==> src/rtl/core/cgs_pkg.sv <==
`timescale 1ns / 1ps
// Package for the 3x3 grayscale convolution block: payload structs, register
// indexes, reset values and sizing constants. No dependencies.
package cgs_pkg;

    localparam int MAX_WIDTH_DEF = 1024;
    localparam int Q_DEPTH_DEF   = 4;

    localparam int PIX_W   = 8;
    localparam int OCOL_W  = 10;
    localparam int IWID_W  = 11;
    localparam int KROW_W  = 24;
    localparam int CFG_IDX_W = 2;
    localparam int CFG_DATA_W = 24;

    localparam logic [CFG_IDX_W-1:0] REG_IMAGE_WIDTH   = 2'd0;
    localparam logic [CFG_IDX_W-1:0] REG_KERNEL_TOP    = 2'd1;
    localparam logic [CFG_IDX_W-1:0] REG_KERNEL_MID    = 2'd2;
    localparam logic [CFG_IDX_W-1:0] REG_KERNEL_BOTTOM = 2'd3;

    localparam logic [IWID_W-1:0] IMAGE_WIDTH_RST   = 11'd1024;
    localparam logic [KROW_W-1:0] KERNEL_TOP_RST    = 24'h000000;
    localparam logic [KROW_W-1:0] KERNEL_MID_RST    = 24'h000100;
    localparam logic [KROW_W-1:0] KERNEL_BOTTOM_RST = 24'h000000;

    // row counter saturates here: from this row on, interior columns give results
    localparam logic [1:0] ROW_SAT = 2'd2;

    typedef struct packed {
        logic [PIX_W-1:0] pixel_in;
        logic             frame_start;
    } in_t;

    typedef struct packed {
        logic [PIX_W-1:0]  pixel_out;
        logic [OCOL_W-1:0] out_column;
        logic              row_last;
    } out_t;

    // one queued window: index row*3 + col, row 0 oldest, col 0 leftmost
    typedef struct packed {
        logic [8:0][PIX_W-1:0] win;
        logic [OCOL_W-1:0]     out_column;
        logic                  row_last;
    } q_entry_t;

    typedef struct packed {
        logic [KROW_W-1:0] top;
        logic [KROW_W-1:0] mid;
        logic [KROW_W-1:0] bottom;
    } kernel_t;

endpackage

==> src/rtl/core/cgs_fifo.sv <==
`timescale 1ns / 1ps
// Short register queue between front and back end.
// Uses cgs_pkg.
module cgs_fifo #(
    parameter int DEPTH = cgs_pkg::Q_DEPTH_DEF
) (
    input  logic                         aclk,
    input  logic                         aresetn,
    input  logic                         push,
    input  cgs_pkg::q_entry_t            push_data,
    input  logic                         pop,
    output cgs_pkg::q_entry_t            pop_data,
    output logic                         empty,
    output logic [$clog2(DEPTH+1)-1:0]   count
);

    localparam int PTW = $clog2(DEPTH);
    localparam int CNW = $clog2(DEPTH + 1);

    cgs_pkg::q_entry_t mem_reg [DEPTH];
    logic [PTW-1:0]    wr_ptr_reg, rd_ptr_reg;
    logic [CNW-1:0]    count_reg;

    function automatic logic [PTW-1:0] ptr_inc(input logic [PTW-1:0] p);
        return (p == PTW'(DEPTH - 1)) ? '0 : p + PTW'(1);
    endfunction

    assign pop_data = mem_reg[rd_ptr_reg];
    assign empty    = (count_reg == '0);
    assign count    = count_reg;

    always_ff @(posedge aclk) begin
        if (!aresetn) begin
            wr_ptr_reg <= '0;
            rd_ptr_reg <= '0;
            count_reg  <= '0;
        end else begin
            if (push) begin
                wr_ptr_reg <= ptr_inc(wr_ptr_reg);
            end
            if (pop) begin
                rd_ptr_reg <= ptr_inc(rd_ptr_reg);
            end
            if (push && !pop) begin
                count_reg <= count_reg + CNW'(1);
            end else if (pop && !push) begin
                count_reg <= count_reg - CNW'(1);
            end
        end
    end

    always_ff @(posedge aclk) begin
        if (push) begin
            mem_reg[wr_ptr_reg] <= push_data;
        end
    end

endmodule

==> config.mk <==
export PLATFORM = sky130hd
export DESIGN_NAME = cgs_fifo
export DESIGN_NICKNAME = d
export VERILOG_FILES = /design/src/rtl/core/cgs_pkg.sv /design/src/rtl/core/cgs_fifo.sv
export SDC_FILE = /design/constraint.sdc
export NUM_CORES = 1
export LEC_CHECK = 0
export BUFFER_PORTS_ARGS = -buffer_cell sky130_fd_sc_hd__buf_2
export CORE_ASPECT_RATIO = 1.4
export CORE_MARGIN = 4
export CORE_UTILIZATION = 61
export DETAILED_ROUTE_END_ITERATION = 7
export PLACE_DENSITY = 0.84
export SLEW_MARGIN = 20
export SYNTH_ARGS = -nofsm -noshare
export SYNTH_HDL_FRONTEND = slang
export SYNTH_SLANG_ARGS = --single-unit
==> constraint.sdc <==
create_clock -name aclk -period 9.8 [get_ports aclk]
set_clock_uncertainty 0.2 [all_clocks]
set_input_delay 0.49 -clock aclk [delete_from_list [all_inputs] [get_ports aclk]]
set_output_delay 0.49 -clock aclk [all_outputs]
set_load 0.03 [all_outputs]
Word-level counts from Yosys, hierarchy flattened
Memory sizes are Yosys's and may differ from the RTL's. A register that Yosys moved wholly into a read port is not among the register bits.
Index checks and enable logic that the tools add are counted.
Storage, ports and cells
  register bits: 7
  memory bits (writable): 332
  input bits: 87
  output and inout port bits: 87
  logic and storage cells: 24
  memories kept: 1
Memory list
  mem_reg: depth 4, width 83, read ports 1, clocked after memory_dff 1, wr ports 1, line cgs_fifo.sv:20  | cgs_pkg::q_entry_t mem_reg [DEPTH];
Operators by class
  add/sub/neg operators: 4
  eq/ne operators: 2
  mux-type cells: 8
  reductions and logical operators: 6
Operator list (count)
  2-to-1 mux 2 bit: 4
  2-to-1 mux 3 bit: 2
  adder 2 x 1 -> 2 bit (second input constant): 2
  == test 2 bit (second input constant): 2
  adder 3 x 1 -> 3 bit (second input constant): 1
  zero test 3 bit: 1
  subtractor 3 x 1 -> 3 bit (second input constant): 1
  logical AND 1 bit: 2
  zero test 1 bit: 2
  2-to-1 mux 1 bit: 2
  nonzero test 2 bit: 1

Depth between registers and ports, before layout
  depth after elaboration: 4
  gate-level depth with buffers: 7

Worst setup path before layout
No wires, ideal clock.
  path type: flip-flop to flip-flop
  from: register wr_ptr_reg[0]
  to: memory mem_reg[3][0] (netlist name), enable pin
  setup time: 450 ps
  arrival time: 2478 ps
  data required time: 9150 ps
  path slack: 6672 ps
  cell stages (with the launch flop): 3
  path buffers: 0
  path through: dfxtp_1 ha_1 and2_1
RTL lines
  start: declaration: line cgs_fifo.sv:21  | logic [PTW-1:0] wr_ptr_reg, rd_ptr_reg;
  start signal: assignment: line cgs_fifo.sv:39  | wr_ptr_reg <= ptr_inc(wr_ptr_reg);
  end: declaration: line cgs_fifo.sv:20
No word-level cell before the write port.

==> results.toml <==
[finish]
largest_register_ff_count = 332
n_fill_cell = 1012
antenna_cells = 0
final_cell_count_without_fillers = 1019
layout.nets = 844
layout-drive-gt1-share = 0.392
area_growth_syn_to_layout_pct = 22.3

[clock_tree]
clk_latency_ns = 0.52
cts_buffer_depth = 3
clock_tree_root_buffer_cell = "sky130_fd_sc_hd__clkbuf_16"
postCtsSetupBuffers = 0
ctsResizeCount = 0
worst_setup_hold_path_clk_slew_ns = 0.06
cts_made_buffers = 29
cts.htree.levels = 1
cts.sinks = 341
tritoncts = "built"

[logic_synthesis]
post_synth_and_or_nand_nor_area_fraction = 0.00664
synthTopCellsByArea = "sky130_fd_sc_hd__edfxtp_1 80%, sky130_fd_sc_hd__mux4_2 15%, sky130_fd_sc_hd__dfxtp_1 1.4%"
biggest_area_consumer_among_synthesized_cells = "sky130_fd_sc_hd__edfxtp_1"
post_synth_num_cell_types = 20
synth.cell_area_um2 = 12400
synth.ff_latch_count = 341
synthXorXnorAreaFrac = 0.00141
yosys_warnings = 0
synth_top_area_share = 0.802
post_synth_mux_area_share = 0.154
syn-mean-instance-area_um2 = 26.1
fraction_of_the_mapped_netlist_area_in_compound_gates = 0.00161
synth.net_count = 570
yosysSeqAreaShare = 0.817
adder_cell_share_of_the_synthesized_area = 0.00765
synth_cells = 476
dominant_combinational_cell_family_by_area_after_synthesis = "multiplexers"

[detailed_routing]
vias = 5972
detail_route.iter0.violations = 391
drt_drc_violations_left = 0
detailedRoute.firstPassIterationCount = 5
per_cell_routed_wire_length_um = 23.5
antenna_left = 0
wirelength_um = 24000
route.detailed.vias_per_inst = 5.86

[critical_path]
setup.worst_path.end_class = "output pin"
worst_setup_start_kind = "flip-flop"
required_ns = 9.11
worst_path_largest_cell_delay_ns = 0.84
critical_path_peak_fanout = 48
worstSetupPathType = "reg -> out"
rr_startpoint = "wr_ptr_reg[0]$_SDFFE_PN0P_"
worstPathArrival_ns = 3.09
chain_of_cells_forming_the_critical_path = "buf_4 > mux4_2 > buf_2"
slowest_stage = "sky130_fd_sc_hd__buf_4"

[flow_run]
timing.max_cap.violations = 0

[timing]
finalMaxSlewViolations = 0
max_freq_ghz = 0.264
setup-tns-final_ns = 0
timing.final.hold_violations = 0
max_slew.worst_pin.slew_ns = 0.957
rsz0062_at_grt = "false"
period_minus_slack_ns = 3.78
timing.max_slew.rel_slack = 0.362
hold_ws_ns = 0.0308
final.period_utilization = 0.386
report.final.setup_viol = 0

[global_routing]
first_pass_grt_wire_length_um = 36900
met2_usage = 0.380
pin_count_of_the_biggest_net_entering_global_routing = 49
routing_layer_with_the_top_usage_in_global_route = "met2"
grt.overflow.total = 0
grt_pass1_vias = 6476
grtUsageTotal = 0.216
grt_use_met3 = 0.0359
groute.layer.met1.usage = 0.272
antenna_found_initial = 1

[pwr]
power-per-cell-area_nw_per_um2 = 204
leakage_uw = 0.00519
irDropWorstVdd_mv = 0.164

[place]
dpl.cell_count = 889
gp_routability_congestion = 0.721
place.detailed.hpwl_um = 14100
portBuffers = 173

[floorplan]
ioPinCount = 174
floorplan.initialDensity = 0.624
die_boundary_width_um = 129
fp-row-count = 61
floorplan.die_area_um2 = 22800
core_um2 = 19900
die_h_um = 177

[worst_hold_path]
hp-start = "push_data[74]"
worstHoldPathType = "in -> reg"

[run_status]
outcome = "completed"
repair_timing:
item                                    CTS  global route
hold buffers                             82             0
endpoints found under the setup margin    0             0
endpoints found under the hold margin   328             0
cell usage in the layout, fill, tap and decap left out, drive strengths merged, types with 2 or more instances in the layout:
master       count
buf            179
and2             5
bufinv           2
mux2i            4
clkinv           9
inv              4
mux4            83
nor3             2
dfxtp            9
dlygate4sd3     82
edfxtp         332
nor2b            5
ha               6
clkbuf          37
metal layers:
metal,part of all wire,vias up
met5,0.00050,-
met4,0.035,2
met3,0.056,53
met2,0.55,222
met1,0.36,3110
li1,-,2585
stage by stage:
stage / worst slack (ns) / instance area (µm²) / utilization / power (µW)
floorplan: 6.67 / 12400 / - / 1950
global placement: 6.47 / 13500 / 0.679 / 2050
detailed placement: 6.44 / 13500 / 0.679 / 2070
CTS: 5.87 / 15200 / 0.763 / 3130
global route: 5.68 / 15200 / 0.763 / 3220
finish: 6.02 / 15200 / 0.763 / 3100
cells by family after synthesis:
kind of cell | count (synthesis)
xor gates and xnor gates | 2
adders and majority gates | 7
DFF | 341
and+or+nand+nor | 14
buffers and inverters | 22
muxes | 87
AOI/OAI and AO/OA | 3
cell usage after synthesis:
| cell | count |
|---|---|
| sky130_fd_sc_hd__nor2b_1 | 5 |
| sky130_fd_sc_hd__xor2_1 | 1 |
| sky130_fd_sc_hd__buf_6 | 8 |
| sky130_fd_sc_hd__clkbuf_1 | 1 |
| sky130_fd_sc_hd__a21boi_0 | 1 |
| sky130_fd_sc_hd__nor2_1 | 1 |
| sky130_fd_sc_hd__mux4_2 | 83 |
| sky130_fd_sc_hd__dfxtp_1 | 9 |
| sky130_fd_sc_hd__edfxtp_1 | 332 |
| sky130_fd_sc_hd__and2_1 | 5 |
| sky130_fd_sc_hd__nor3_1 | 2 |
| sky130_fd_sc_hd__fa_1 | 1 |
| sky130_fd_sc_hd__buf_2 | 9 |
| sky130_fd_sc_hd__inv_1 | 4 |
| sky130_fd_sc_hd__or3_1 | 1 |
| sky130_fd_sc_hd__mux2i_1 | 4 |
| sky130_fd_sc_hd__o21a_1 | 1 |
| sky130_fd_sc_hd__o21ai_0 | 1 |
| sky130_fd_sc_hd__xnor2_1 | 1 |
| sky130_fd_sc_hd__ha_1 | 6 |
critical path, delay by kind of cell, from the launching register on:
| kind | cells | cell delay (ns) |
|---|---|---|
| mux | 1 | 0.64 |
| flops | 1 | 0.80 |
| buf+inv | 2 | 1.04 |
where the power goes:
group | leakage (µW) | internal [µW] | total [µW] | switching (µW)
combinational | 0.00165 | 141 | 363 | 221
sequential | 0.00312 | 1670 | 1700 | 29.3
clock | 0.000414 | 590 | 1040 | 451
layout make-up:
cell class / instances / area, µm² / share of cell area
well taps: 252 / 315 / 0.0207
inverters: 4 / 15.0 / 0.000987
repair buffers: 261 / 1730 / 0.114
flip-flops and latches: 341 / 10200 / 0.668
clock buffers: 37 / 756 / 0.0497
multi-input cells: 113 / 2130 / 0.140
clock inverters: 11 / 96.3 / 0.00634
worst paths after layout:
path	endpoint	slack, ns	cells after the start
setup reg to reg	mem_reg[0][71]$_DFFE_PP_	7.35	4
setup / recovery	pop_data[73]	6.02	3
hold / removal	mem_reg[2][74]$_DFFE_PP_	0.03	1
hold reg to reg	count[2]$_SDFFE_PN0P_	0.33	2
(Power assumes the default switching activity.)
