==> src/rtl/core/cgs_pkg.sv <==
`timescale 1ns / 1ps
// Package for the 3x3 grayscale convolution block: payload structs, register
// indexes, reset values and sizing constants. No dependencies.
package cgs_pkg;

    localparam int MAX_WIDTH_DEF = 1024;
    localparam int Q_DEPTH_DEF   = 4;

    localparam int PIX_W   = 8;
    localparam int OCOL_W  = 10;
    localparam int IWID_W  = 11;
    localparam int KROW_W  = 24;
    localparam int CFG_IDX_W = 2;
    localparam int CFG_DATA_W = 24;

    localparam logic [CFG_IDX_W-1:0] REG_IMAGE_WIDTH   = 2'd0;
    localparam logic [CFG_IDX_W-1:0] REG_KERNEL_TOP    = 2'd1;
    localparam logic [CFG_IDX_W-1:0] REG_KERNEL_MID    = 2'd2;
    localparam logic [CFG_IDX_W-1:0] REG_KERNEL_BOTTOM = 2'd3;

    localparam logic [IWID_W-1:0] IMAGE_WIDTH_RST   = 11'd1024;
    localparam logic [KROW_W-1:0] KERNEL_TOP_RST    = 24'h000000;
    localparam logic [KROW_W-1:0] KERNEL_MID_RST    = 24'h000100;
    localparam logic [KROW_W-1:0] KERNEL_BOTTOM_RST = 24'h000000;

    // row counter saturates here: from this row on, interior columns give results
    localparam logic [1:0] ROW_SAT = 2'd2;

    typedef struct packed {
        logic [PIX_W-1:0] pixel_in;
        logic             frame_start;
    } in_t;

    typedef struct packed {
        logic [PIX_W-1:0]  pixel_out;
        logic [OCOL_W-1:0] out_column;
        logic              row_last;
    } out_t;

    // one queued window: index row*3 + col, row 0 oldest, col 0 leftmost
    typedef struct packed {
        logic [8:0][PIX_W-1:0] win;
        logic [OCOL_W-1:0]     out_column;
        logic                  row_last;
    } q_entry_t;

    typedef struct packed {
        logic [KROW_W-1:0] top;
        logic [KROW_W-1:0] mid;
        logic [KROW_W-1:0] bottom;
    } kernel_t;

endpackage

==> src/rtl/core/cgs_back.sv <==
`timescale 1ns / 1ps
// Back end: nine multiplies, row sums, total and clamp, output register.
// Uses cgs_pkg.
module cgs_back (
    input  logic               aclk,
    input  logic               aresetn,
    input  cgs_pkg::kernel_t   kernel,
    input  logic               q_empty,
    input  cgs_pkg::q_entry_t  q_data,
    output logic               pop,
    output logic               m_valid,
    input  logic               m_ready,
    output cgs_pkg::out_t      m_data
);

    localparam int PW   = cgs_pkg::PIX_W;
    localparam int PRW  = 2 * PW + 1;
    localparam int RSW  = PRW + 2;
    localparam int TSW  = RSW + 2;

    logic                 advance;
    logic                 a_valid_reg, b_valid_reg, m_valid_reg;
    logic signed [PRW-1:0] prod_reg [9];
    logic signed [RSW-1:0] rsum_reg [3];
    logic [cgs_pkg::OCOL_W-1:0] a_col_reg, b_col_reg;
    logic                 a_last_reg, b_last_reg;
    cgs_pkg::out_t        m_data_reg;

    logic [2:0][cgs_pkg::KROW_W-1:0] krows;
    logic signed [PRW-1:0] prod_next [9];
    logic signed [RSW-1:0] rsum_next [3];
    logic signed [TSW-1:0] total;
    logic [PW-1:0]         clamped;

    // the whole pipeline moves when the output register can take a word
    assign advance = !m_valid_reg || m_ready;
    assign pop     = advance && !q_empty;

    assign krows = {kernel.bottom, kernel.mid, kernel.top};

    always_comb begin
        for (int r = 0; r < 3; r++) begin
            for (int k = 0; k < 3; k++) begin
                prod_next[r*3+k] = PRW'($signed({1'b0, q_data.win[r*3+k]})
                                        * $signed(krows[r][k*PW +: PW]));
            end
        end
        for (int r = 0; r < 3; r++) begin
            rsum_next[r] = RSW'(prod_reg[r*3]) + RSW'(prod_reg[r*3+1])
                         + RSW'(prod_reg[r*3+2]);
        end
        total = TSW'(rsum_reg[0]) + TSW'(rsum_reg[1]) + TSW'(rsum_reg[2]);
        if (total < 0) begin
            clamped = '0;
        end else if (total > TSW'(255)) begin
            clamped = '1;
        end else begin
            clamped = total[PW-1:0];
        end
    end

    always_ff @(posedge aclk) begin
        if (!aresetn) begin
            a_valid_reg <= 1'b0;
            b_valid_reg <= 1'b0;
            m_valid_reg <= 1'b0;
        end else if (advance) begin
            a_valid_reg <= !q_empty;
            b_valid_reg <= a_valid_reg;
            m_valid_reg <= b_valid_reg;
        end
    end

    always_ff @(posedge aclk) begin
        if (advance) begin
            prod_reg   <= prod_next;
            a_col_reg  <= q_data.out_column;
            a_last_reg <= q_data.row_last;
            rsum_reg   <= rsum_next;
            b_col_reg  <= a_col_reg;
            b_last_reg <= a_last_reg;
            m_data_reg.pixel_out  <= clamped;
            m_data_reg.out_column <= b_col_reg;
            m_data_reg.row_last   <= b_last_reg;
        end
    end

    assign m_valid = m_valid_reg;
    assign m_data  = m_data_reg;

endmodule

==> config.mk <==
export PLATFORM = sky130hd
export DESIGN_NAME = cgs_back
export DESIGN_NICKNAME = d
export VERILOG_FILES = /design/src/rtl/core/cgs_pkg.sv /design/src/rtl/core/cgs_back.sv
export SDC_FILE = /design/constraint.sdc
export NUM_CORES = 2
export LEC_CHECK = 0
export BUFFER_PORTS_ARGS = -buffer_cell sky130_fd_sc_hd__clkbuf_2
export CORE_UTILIZATION = 55
export CTS_BUF_LIST = sky130_fd_sc_hd__clkbuf_4
export CTS_CLUSTER_DIAMETER = 150
export DETAILED_ROUTE_END_ITERATION = 6
export GPL_ROUTABILITY_DRIVEN = 0
export PLACE_DENSITY = 0.73
export SYNTH_ARGS = -nofsm -noshare
export SYNTH_HDL_FRONTEND = slang
export SYNTH_SLANG_ARGS = --single-unit
==> constraint.sdc <==
create_clock -name aclk -period 13.5 [get_ports aclk]
set_input_delay 2.025 -clock aclk [delete_from_list [all_inputs] [get_ports aclk]]
set_output_delay 2.025 -clock aclk [all_outputs]
set_load 0.1 [all_outputs]
Word-level counts from Yosys, hierarchy flattened

Index checks and enable logic that the tools add are counted.

Reductions and logical operators: 4
Muxes and demuxes: 1
$lt $le $gt $ge: 2
$add $sub $neg: 8
Multiply operators: 9

Operators by type and width:

| cell                                                                             | number |
|---|---|
| 9-bit by 8-bit multiplier with 17-bit output                                     | 9 |
| 18-bit by 17-bit adder with 19-bit output                                        | 3 |
| 17-bit by 17-bit adder with 18-bit output                                        | 3 |
| 20-bit by 19-bit adder with 21-bit output                                        | 1 |
| 21-bit by 9-bit greater-than comparator with 1-bit output, second input constant | 1 |
| 21-bit by 1-bit < comparator with 1-bit output, second input constant            | 1 |
| 19-bit by 19-bit adder with 20-bit output                                        | 1 |
| 8-bit two-way mux                                                                | 1 |
| 1-bit logical NOT                                                                | 2 |
| 1-bit logical AND                                                                | 1 |
| 1-bit logical OR                                                                 | 1 |

Word-level logic and storage cells: 46
Output and inout port bits: 21
Bits of input ports: 159
Flip-flop bits (word level): 254

Depth between registers and ports, before layout

Depth after elaboration: 4
Gate-level depth with buffers: 20
Mapped depth without buffers: 20

Least setup slack after synthesis

No wires, ideal clock.

Kind: input to register
Start: input m_ready
End: register a_col_reg[0] in the netlist's numbering (enable)
Setup time: 0.602 ns
Setup slack: 5.942 ns
Stages on the path: 2
Buffers on the path: 0
Arrival: 6.957 ns
Data required time: 12.898 ns
Cell sequence: nor2b_1 inv_1

Longest elaborated chain between the ends: 1

Ends and longest elaborated chain:

| item                 | RTL line       | text |
|---|---|---|
| start, declared      | cgs_back.sv:12 | `input logic m_ready,` |
| 1-bit logical OR     | cgs_back.sv:36 | `assign advance = !m_valid_reg \|\| m_ready;` |
| end signal, assigned | cgs_back.sv:77 | `a_col_reg <= q_data.out_column;` |
| end, declared        | cgs_back.sv:25 | `logic [cgs_pkg::OCOL_W-1:0] a_col_reg, b_col_reg;` |

No other way between the ends.
A chain may end at the register's enable or synchronous reset.

==> reports/qor.yml <==
status: "finished, final reports clean"
finClkSkew_ns: 0.0409
grt_pass1_wl_mm: 110
row_count: 87
route.detailed.drc: 0
postLayoutCellArea_um2: 34300
max_freq_ghz: 0.170
final_nets: 4351
postCtsSetupBuffers: 0
track_usage: 0.228
final_cell_mix: "inv_1, ha_1, fa_1"
syn_area_um2: 31600
fin_setup_tns_ns: 0
seq_power_share: 0.213
cts_resized: 0
syn_to_final_growth_pct: 8.62
finalSetupViolCount: 0
ant_nets: 0
leakagePower_nw: 17.0
worst_pin_slew_ns: 1.03
io-pin-count: 180
wirelength_mm: 64.0
slew_headroom: 0.309
dr.first_iter.drc_count: 1067
peakVddDrop_mv: 0.197
cts_buffers: 67
p_int_mw: 4.31
cp-start-kind: "input pin"
synth_flop_cell: "edfxtp_1"
grt-ovfl-total: 0
vias: 22053
criticalPathCategory: "input pin to flop"
arrival_ns: 6.28
antenna_found_initial: 2
p_sw_mw: 3.76
period_needed_ns: 5.88
clkTransAtPathRegs_ns: 0.06
avgSynthCellArea_um2: 10.3
whs_ns: 0.389
crit_path_start: "kernel[50]"
rr_startpoint: "rsum_reg[39]$_DFFE_PN_"
pwr-share-comb: 0.702
synth-seq-cells: 254
hold_buffers: 0
clock_tree.buffer_depth: 3
syn-num-nets: 4102
pre_cts_ws_ns: 6.93
period_share: 0.436
nFillCells: 4667
pwr-share-clk: 0.085
timing.final.ws_setup_ns: 7.62
clock-root-buffer: "clkbuf_4"
port_buffers: 179
maxSlewViolCount: 0
async_flop_share: 0
critPathRequiredTime_ns: 13.89
rsz0062_at_grt: "no"
initial_core_util: 0.558
numClockSinks: 254
core-area_um2: 56600
hp-class: "flop to flop"
fp.dieW_um: 242
yosysSeqAreaShare: 0.240
r2r_cells: 11
cts_max_level: 3
synth-edff-count: 251
regToRegEndpoint: "m_data[14]$_SDFFCE_PN0N_"
vias_per_cell: 5.34
max_cap_viol_count: 0
critical_path.max_fanout: 8
r2r_setup_slack_ns: 9.64
final_common_cell: "inv_1"
die_y_um: 242
p_sw_frac: 0.466
grt_pass1_vias: 23721
grt_max_degree: 136
die_area_um2: 58400
drive_above_1_share: 0.0916
place_area_um2: 33500
power.density_nw_per_um2: 235
worstSkewPairLatency_ns: 0.68
worstSetupEndpoint: "prod_reg[152]$_DFFE_PN_"
endpoint_kind: "flop"
hold_violations: 0
firstDrtPassIters: 6
yosysUniqueCellTypes: 61
largest_reg_flops: 153
cts_tree: "done"
yosysWarnings: 0
dp_hpwl_mm: 53.0
wl_per_cell_um: 15.5
syn_inst: 3079
[logic make-up after synthesis]
kind of cell    Yosys count  synth area share
fa+ha+maj               864             0.439
simple gates            920             0.147
buf+inv                 601            0.0714
flops                   254             0.240
compound gates          295            0.0622
xor+xnor                143            0.0396
mux                       2          0.000673
[power by group through the flow]
stage          registers [mW]  clock network, mW  logic [mW]
2_1_floorplan            1.74                  0        4.30
5_1_grt                  1.75              0.748        6.38
4_1_cts                  1.72              0.711        5.67
3_3_place_gp             1.73                  0        5.43
6_report                 1.72              0.686        5.66
3_5_place_dp             1.74                  0        5.60
[critical path, cell delays in order]
cell and delay (ns):
clkbuf_2 0.14, and2_1 0.19, fa_1 0.44, fa_1 0.49, fa_1 0.57, inv_1 0.05
fa_1 0.47, inv_1 0.04, ha_1 0.30, nor2b_1 0.14, o21ai_0 0.21, a21boi_0 0.15
o21ai_0 0.24, a21oi_1 0.12, a41o_1 0.26, o41ai_1 0.30, xnor2_1 0.12
[metrics by stage]
| step | instances | util | power (mW) |
|---|---|---|---|
| floorplan | 3079 | - | 6.05 |
| global placement | 4015 | 0.591 | 7.16 |
| detailed placement | 4015 | 0.591 | 7.33 |
| CTS | 4131 | 0.606 | 8.10 |
| global route | 4133 | 0.606 | 8.88 |
| finish | 4133 | 0.606 | 8.07 |
[per-layer routing]
metal,GRT usage,up-vias,wire (um),share of wire
li1,-,10497,-,-
met1,0.302,10978,28400,0.44
met2,0.400,495,32100,0.50
met3,0.0271,83,2620,0.041
met4,0.0506,0,980,0.015
met5,0,-,0,0
[synthesized netlist by cell type (2+ instances only)]
| master | instances | share of area |
|---|---|---|
| inv_1 | 600 | 0.071 |
| ha_1 | 457 | 0.18 |
| fa_1 | 407 | 0.26 |
| and2_1 | 292 | 0.058 |
| nand2_1 | 285 | 0.034 |
| edfxtp_1 | 251 | 0.24 |
| nor2_1 | 125 | 0.015 |
| xnor2_1 | 124 | 0.034 |
| a21oi_1 | 95 | 0.015 |
| nand2b_1 | 55 | 0.011 |
| o21ai_0 | 51 | 0.0081 |
| nor3_1 | 46 | 0.0073 |
| nand3_1 | 36 | 0.0057 |
| nor2b_1 | 35 | 0.0069 |
| a21o_1 | 20 | 0.0048 |
| or3_1 | 19 | 0.0038 |
| xor2_1 | 19 | 0.0053 |
| a21boi_0 | 16 | 0.0038 |
| a31oi_1 | 15 | 0.0030 |
| o21a_1 | 13 | 0.0031 |
| o31ai_1 | 13 | 0.0031 |
| or2_2 | 9 | 0.0018 |
| a41oi_1 | 8 | 0.0022 |
| and3_1 | 8 | 0.0016 |
| a211oi_1 | 6 | 0.0014 |
| o211ai_1 | 6 | 0.0014 |
| a41o_1 | 5 | 0.0016 |
| o21bai_1 | 5 | 0.0012 |
| o311a_1 | 5 | 0.0016 |
| o31a_1 | 5 | 0.0014 |
| nand4_1 | 4 | 0.00079 |
| o41a_1 | 4 | 0.0014 |
| a2111oi_0 | 3 | 0.00083 |
| a211o_1 | 3 | 0.00083 |
| a22oi_1 | 3 | 0.00071 |
| dfxtp_1 | 3 | 0.0019 |
| a2111oi_2 | 2 | 0.00095 |
| o21ai_1 | 2 | 0.00032 |
| o41ai_1 | 2 | 0.00055 |
[worst min-delay path by stage]
stage / from / end / slack, ns / cells past startpoint
detailed placement: a_last_reg$_DFFE_PN_ / b_last_reg$_DFFE_PN_ / 0.40 / 0
floorplan: a_col_reg[0]$_DFFE_PN_ / b_col_reg[0]$_DFFE_PN_ / 0.40 / 0
finish: a_col_reg[7]$_DFFE_PN_ / b_col_reg[7]$_DFFE_PN_ / 0.39 / 0
global route: a_col_reg[7]$_DFFE_PN_ / b_col_reg[7]$_DFFE_PN_ / 0.41 / 0
global placement: b_col_reg[7]$_DFFE_PN_ / m_data[8]$_DFFE_PN_ / 0.40 / 0
CTS: a_col_reg[7]$_DFFE_PN_ / b_col_reg[7]$_DFFE_PN_ / 0.39 / 0
[area by class of cell]
cell class / instances / area, um^2 / share of cell area
Multi-Input combinational cell: 2224 / 21800 / 0.634
Sequential cell: 254 / 7600 / 0.221
Inverter: 600 / 2260 / 0.0658
Tap cell: 756 / 946 / 0.0276
Timing Repair Buffer: 181 / 911 / 0.0265
Clock buffer: 97 / 728 / 0.0212
Clock inverter: 19 / 130 / 0.00379
Antenna cell: 2 / 5.00 / 0.000146
(Power assumes the default switching activity.)
